### src/ppib_ram.sv
// Generic single write port RAM with registered read.
`default_nettype none
module ppib_ram #(
    parameter int WIDTH = 32,
    parameter int DEPTH = 64
) (
    input  wire logic                     i_clk,
    input  wire logic                     i_we,
    input  wire logic [$clog2(DEPTH)-1:0] i_waddr,
    input  wire logic [WIDTH-1:0]         i_wdata,
    input  wire logic [$clog2(DEPTH)-1:0] i_raddr,
    output logic      [WIDTH-1:0]         o_rdata
);
    logic [WIDTH-1:0] r_mem [DEPTH];

    always_ff @(posedge i_clk) begin
        if (i_we) begin
            r_mem[i_waddr] <= i_wdata;
        end
        o_rdata <= r_mem[i_raddr];
    end
endmodule
`default_nettype wire

### config.mk
export PLATFORM = sky130hd
export DESIGN_NAME = ppib_ram
export DESIGN_NICKNAME = d
export VERILOG_FILES = /design/src/ppib_ram.sv
export SDC_FILE = /design/constraint.sdc
export NUM_CORES = 2
export LEC_CHECK = 0
export ABC_CLOCK_PERIOD_IN_PS = 4200
export BUFFER_PORTS_ARGS = -buffer_cell sky130_fd_sc_hd__clkbuf_2
export CELL_PAD_IN_SITES_DETAIL_PLACEMENT = 1
export CELL_PAD_IN_SITES_GLOBAL_PLACEMENT = 1
export CORE_UTILIZATION = 40
export DETAILED_ROUTE_END_ITERATION = 12
export PLACE_DENSITY = 0.62
export SYNTH_ARGS = -nofsm -noshare
export SYNTH_HDL_FRONTEND = slang
export SYNTH_SLANG_ARGS = --single-unit
### constraint.sdc
create_clock -name i_clk -period 4.2 [get_ports i_clk]
set_input_delay 0.63 -clock i_clk [delete_from_list [all_inputs] [get_ports i_clk]]
set_output_delay 0.63 -clock i_clk [all_outputs]
set_load 0.03 [all_outputs]
== After elaboration in Yosys (flattened, before gate mapping) ==
Memories as Yosys holds them, arrays and structs flattened. A register that Yosys moved wholly into a read port is not among the register bits.
Index checks and enable logic that the tools add are counted.

* Multiplexer cells: 2

{| class="wikitable"
|+ Operator list
! kind !! number
|-
| 1-bit two-way mux || 2
|}

* Bits in registers: 0
* Bits in writable memories: 2048
* Bits of input ports: 46
* Output and inout port bits: 32
* Logic and storage cells: 3
* Memories kept: 1

{| class="wikitable"
|+ Memories
! name !! words !! bits a word !! read ports !! clocked after memory_dff !! write ports !! line !! source
|-
| r_mem || 64 || 32 || 1 || 1 || 1 || 14 || <nowiki>logic [WIDTH-1:0] r_mem [DEPTH];</nowiki>
|}

== Longest topological paths before layout ==
* Depth after elaboration: 2
* Depth in mapped cells: 10
* Gate-level depth less buffers: 5

== Least setup slack after synthesis ==
OpenSTA, ideal clock, no wires.

* Path type: input-to-reg
* From: input i_waddr[3]
* To: memory r_mem[48][0] (enable)
* Setup time: 0.461 ns
* Data arrival time: 3.329 ns
* Data required time: 3.739 ns
* Path slack: 0.410 ns
* Stages: 4
* Buffers on the path: 1
* Cell sequence: clkbuf_1 > nor2b_1 > nand4b_1 > nor3_1

{| class="wikitable"
|+ RTL lines
! element !! line !! source
|-
| start: declaration || 9 || <nowiki>input wire logic [$clog2(DEPTH)-1:0] i_waddr,</nowiki>
|-
| end: declaration || 14 ||
|}

No word-level cell before the write port.

==> impl_metrics.py <==
metrics = {
    "yosys": {
        "synth-adder-area-share_pct": 0,
        "synthSimpleGateAreaFrac_pct": 1.265,
        "synthXorXnorAreaFrac_pct": 0,
        "yosys.area.top_type_share_pct": 78.33,
        "synth_ff_type": "edfxtp_1",
        "synthCells": 3324,
        "synth-edff-count": 2048,
        "syn_area_mm2": 0.07852,
        "ys_seq_area_share_pct": 79.14,
        "synthesis.nets": 3370,
        "synth_area_leaders": "edfxtp_1 (78%), mux4_2 (16%), mux2i_1 (1.2%)",
        "ys_warn_count": 0,
        "ys_ff_latch": 2080,
        "yosys.area.top_type": "edfxtp_1",
        "synth.avg_cell_area_um2": 23.62,
        "synth_common_cells": "edfxtp_1 (2,048), mux4_2 (544), nor2_1 (137)",
        "synth.area.mux_share_pct": 16.79,
        "async_flop_share_pct": 0,
        "synth-compound-area-share_pct": 1.673,
        "synth_top_family_by_area": "multiplexers",
        "yosysMostFrequentCell": "edfxtp_1",
        "synth.distinct_cells": 34,
    },
    "clock_tree": {
        "cts_num_sinks": 2080,
        "clk_latency_ns": 0.85,
        "cts_setup_buffers": 0,
        "cts_buffers": 209,
        "cts_buffer_depth": 3,
        "htree_num_levels": 4,
        "clkTransAtPathRegs_ns": 0.06,
        "cts_hold_buf": 0,
        "cts_tree": "yes",
        "clockRootBuffer": "clkbuf_16",
        "ctsResizeCount": 0,
    },
    "route": {
        "wire_per_inst_um": 33.72,
        "drt-met1-wl_um": 92050,
        "wirelength_um": 217200,
        "drc": 0,
        "dr.pass1.iters": 8,
        "vias_per_cell": 5.822,
        "wl_met3_um": 14060,
        "routed.top_layer": "met5",
        "wl_met2_um": 106200,
        "drtAntennaViolNets": 0,
        "vias": 37510,
        "first_iter_violations": 4316,
    },
    "worst_setup_path": {
        "crit_cells": 6,
        "r2r_cells": 4,
        "cp-end-kind": "flip-flop",
        "rr_startpoint": "r_mem[47][12]$_DFFE_PP_",
        "crit_buf_inv": 2,
        "r2r_slack_ns": 1.67,
        "cp-startpoint": "i_raddr[1]",
        "path_delay_family": "buffers and inverters",
        "max_stage_delay_ns": 0.77,
        "cp_max_fo": 54,
        "path_class": "in2reg",
        "crit_path_frequent_cell": "mux4_2",
        "critPathLaunchType": "primary input",
        "crit_slowest_cell": "o22ai_1",
        "cp.required_ns": 4.85,
        "cp-endpoint": "o_rdata[12]$_DFF_P_",
        "critPathArrivalTime_ns": 3.54,
        "rr_endpoint": "o_rdata[12]$_DFF_P_",
        "worstPathCellList": "buf_8 -> buf_4 -> mux4_2 -> mux4_2 -> o22ai_1 -> nor2_1",
    },
    "timing": {
        "max_clock_freq_mhz": 346.3,
        "period_minus_slack_ns": 2.887,
        "setup_viol": 0,
        "post-route-period-util_pct": 68.74,
        "fin_setup_tns_ns": 0,
        "rsz0062_at_grt": "no",
        "drv_slew": 0,
        "fin_skew_ns": 0.02889,
        "slew_headroom_pct": 10.69,
        "hold_violations": 0,
        "worst_pin_slew_ns": 1.340,
    },
    "die": {
        "die-area_mm2": 0.1981,
        "ios": 78,
        "die_w_um": 445.0,
        "chipHeight_um": 445.0,
        "core_mm2": 0.1950,
        "initial_core_util_pct": 40.27,
        "rows": 162,
    },
    "global_route": {
        "grt_pass1_vias": 38990,
        "grt_remaining_overflow": 0,
        "grt_first_pass_wirelength_um": 305200,
        "grt_util_all_layers_pct": 22.07,
        "grt_max_degree": 79,
        "grt_antenna_before_repair": 14,
    },
    "power_and_ir_drop": {
        "vdd_ir_drop_max_uv": 354.6,
        "leakage_nw": 28.18,
        "p_per_area_mw_per_mm2": 480.7,
        "power_mw": 43.60,
    },
    "cells_and_area": {
        "final_layout_size_suffix_gt1_share_pct": 31.34,
        "finalNetCount": 3683,
        "area_growth_pct": 15.50,
        "final_util_pct": 46.51,
    },
    "placed_design": {
        "hpwlAfterDp_um": 121300,
        "io_buffers": 77,
        "gp_congestion": 0.7692,
    },
    "flow_run": {
        "maxCapViolCount": 0,
    },
    "min_path": {
        "hp-class": "in2reg",
    },
    "run_status": {
        "status": "finished clean",
    },
}
cell usage in the layout (no fill, tap or decap), types with 4 or more instances in the layout:
master	count
diode_2	6
a311oi_1	8
dfxtp_1	32
nand2b_1	7
nor2_4	62
clkbuf_2	73
a22oi_1	12
o32ai_1	4
nand2_1	25
buf_12	47
nor2b_1	15
nor2_1	75
nand3_1	5
clkbuf_1	52
o22ai_1	84
a41o_1	4
nand3b_1	5
clkbuf_16	209
inv_16	5
mux2i_1	93
clkinv_2	36
a21oi_1	62
and3_1	4
edfxtp_1	2048
o221ai_1	27
clkinv_8	6
mux4_2	544
clkinv_1	38
nor3_1	5
buf_4	160
clkinvlp_4	9
clkbuf_8	11
bufinv_16	16
sequential cells by signal, indices dropped and copies added (netlist names):
signal,cells
r_mem,2048
o_rdata,32
where the power goes:
group	switching (mW)	leakage (nW)	internal (mW)
Combinational	1.38	6.22	0.824
Sequential	0.119	18.7	23.0
Clock	7.92	3.26	10.4
worst min-delay path by stage:
| stage | from | to | cells after the start |
|---|---|---|---|
| final | i_wdata[21] | r_mem[36][21]$_DFFE_PP_ | 1 |
| after detailed placement | r_mem[12][4]$_DFFE_PP_ | o_rdata[4]$_DFF_P_ | 4 |
| after floorplan | r_mem[12][17]$_DFFE_PP_ | o_rdata[17]$_DFF_P_ | 4 |
| after global routing | i_wdata[21] | r_mem[36][21]$_DFFE_PP_ | 1 |
| after CTS | i_wdata[21] | r_mem[36][21]$_DFFE_PP_ | 1 |
| after global placement | r_mem[28][17]$_DFFE_PP_ | o_rdata[17]$_DFF_P_ | 4 |
cells by family after synthesis:
| family | count (synthesis) |
|---|---|
| flops | 2080 |
| buf+inv | 182 |
| simple gates | 223 |
| mux | 637 |
| compound gates | 202 |
final cells by class:
type,instances,area [um2]
Fill cell,17440,104300
Sequential cell,2080,62140
Multi-Input combinational cell,1062,15970
Clock buffer,272,5577
Tap cell,2624,3283
Timing Repair Buffer,284,2564
Clock inverter,115,1134
Antenna cell,6,15.01
layer usage:
| layer | up-vias | global-route usage [%] |
|---|---|---|
| li1 | 14920 | - |
| met5 | - | 0 |
| met3 | 293 | 3.276 |
| met1 | 20860 | 31.43 |
| met2 | 1436 | 35.73 |
| met4 | 8 | 5.820 |
through the flow:
stage / setup WS [ns] / instances / area, um2 / hold slack (ns)
final: 1.313 / 6443 / 90680 / 0.1288
after global routing: 1.351 / 6439 / 90670 / 0.09275
after CTS: 1.280 / 6437 / 90670 / 0.06200
after detailed placement: 0.3727 / 6050 / 83960 / 0.7798
after global placement: 0.3826 / 6050 / 83960 / 0.7558
after floorplan: 0.4102 / 3324 / 78520 / 0.6632
Note: power is estimated with default switching activity, not from simulation.
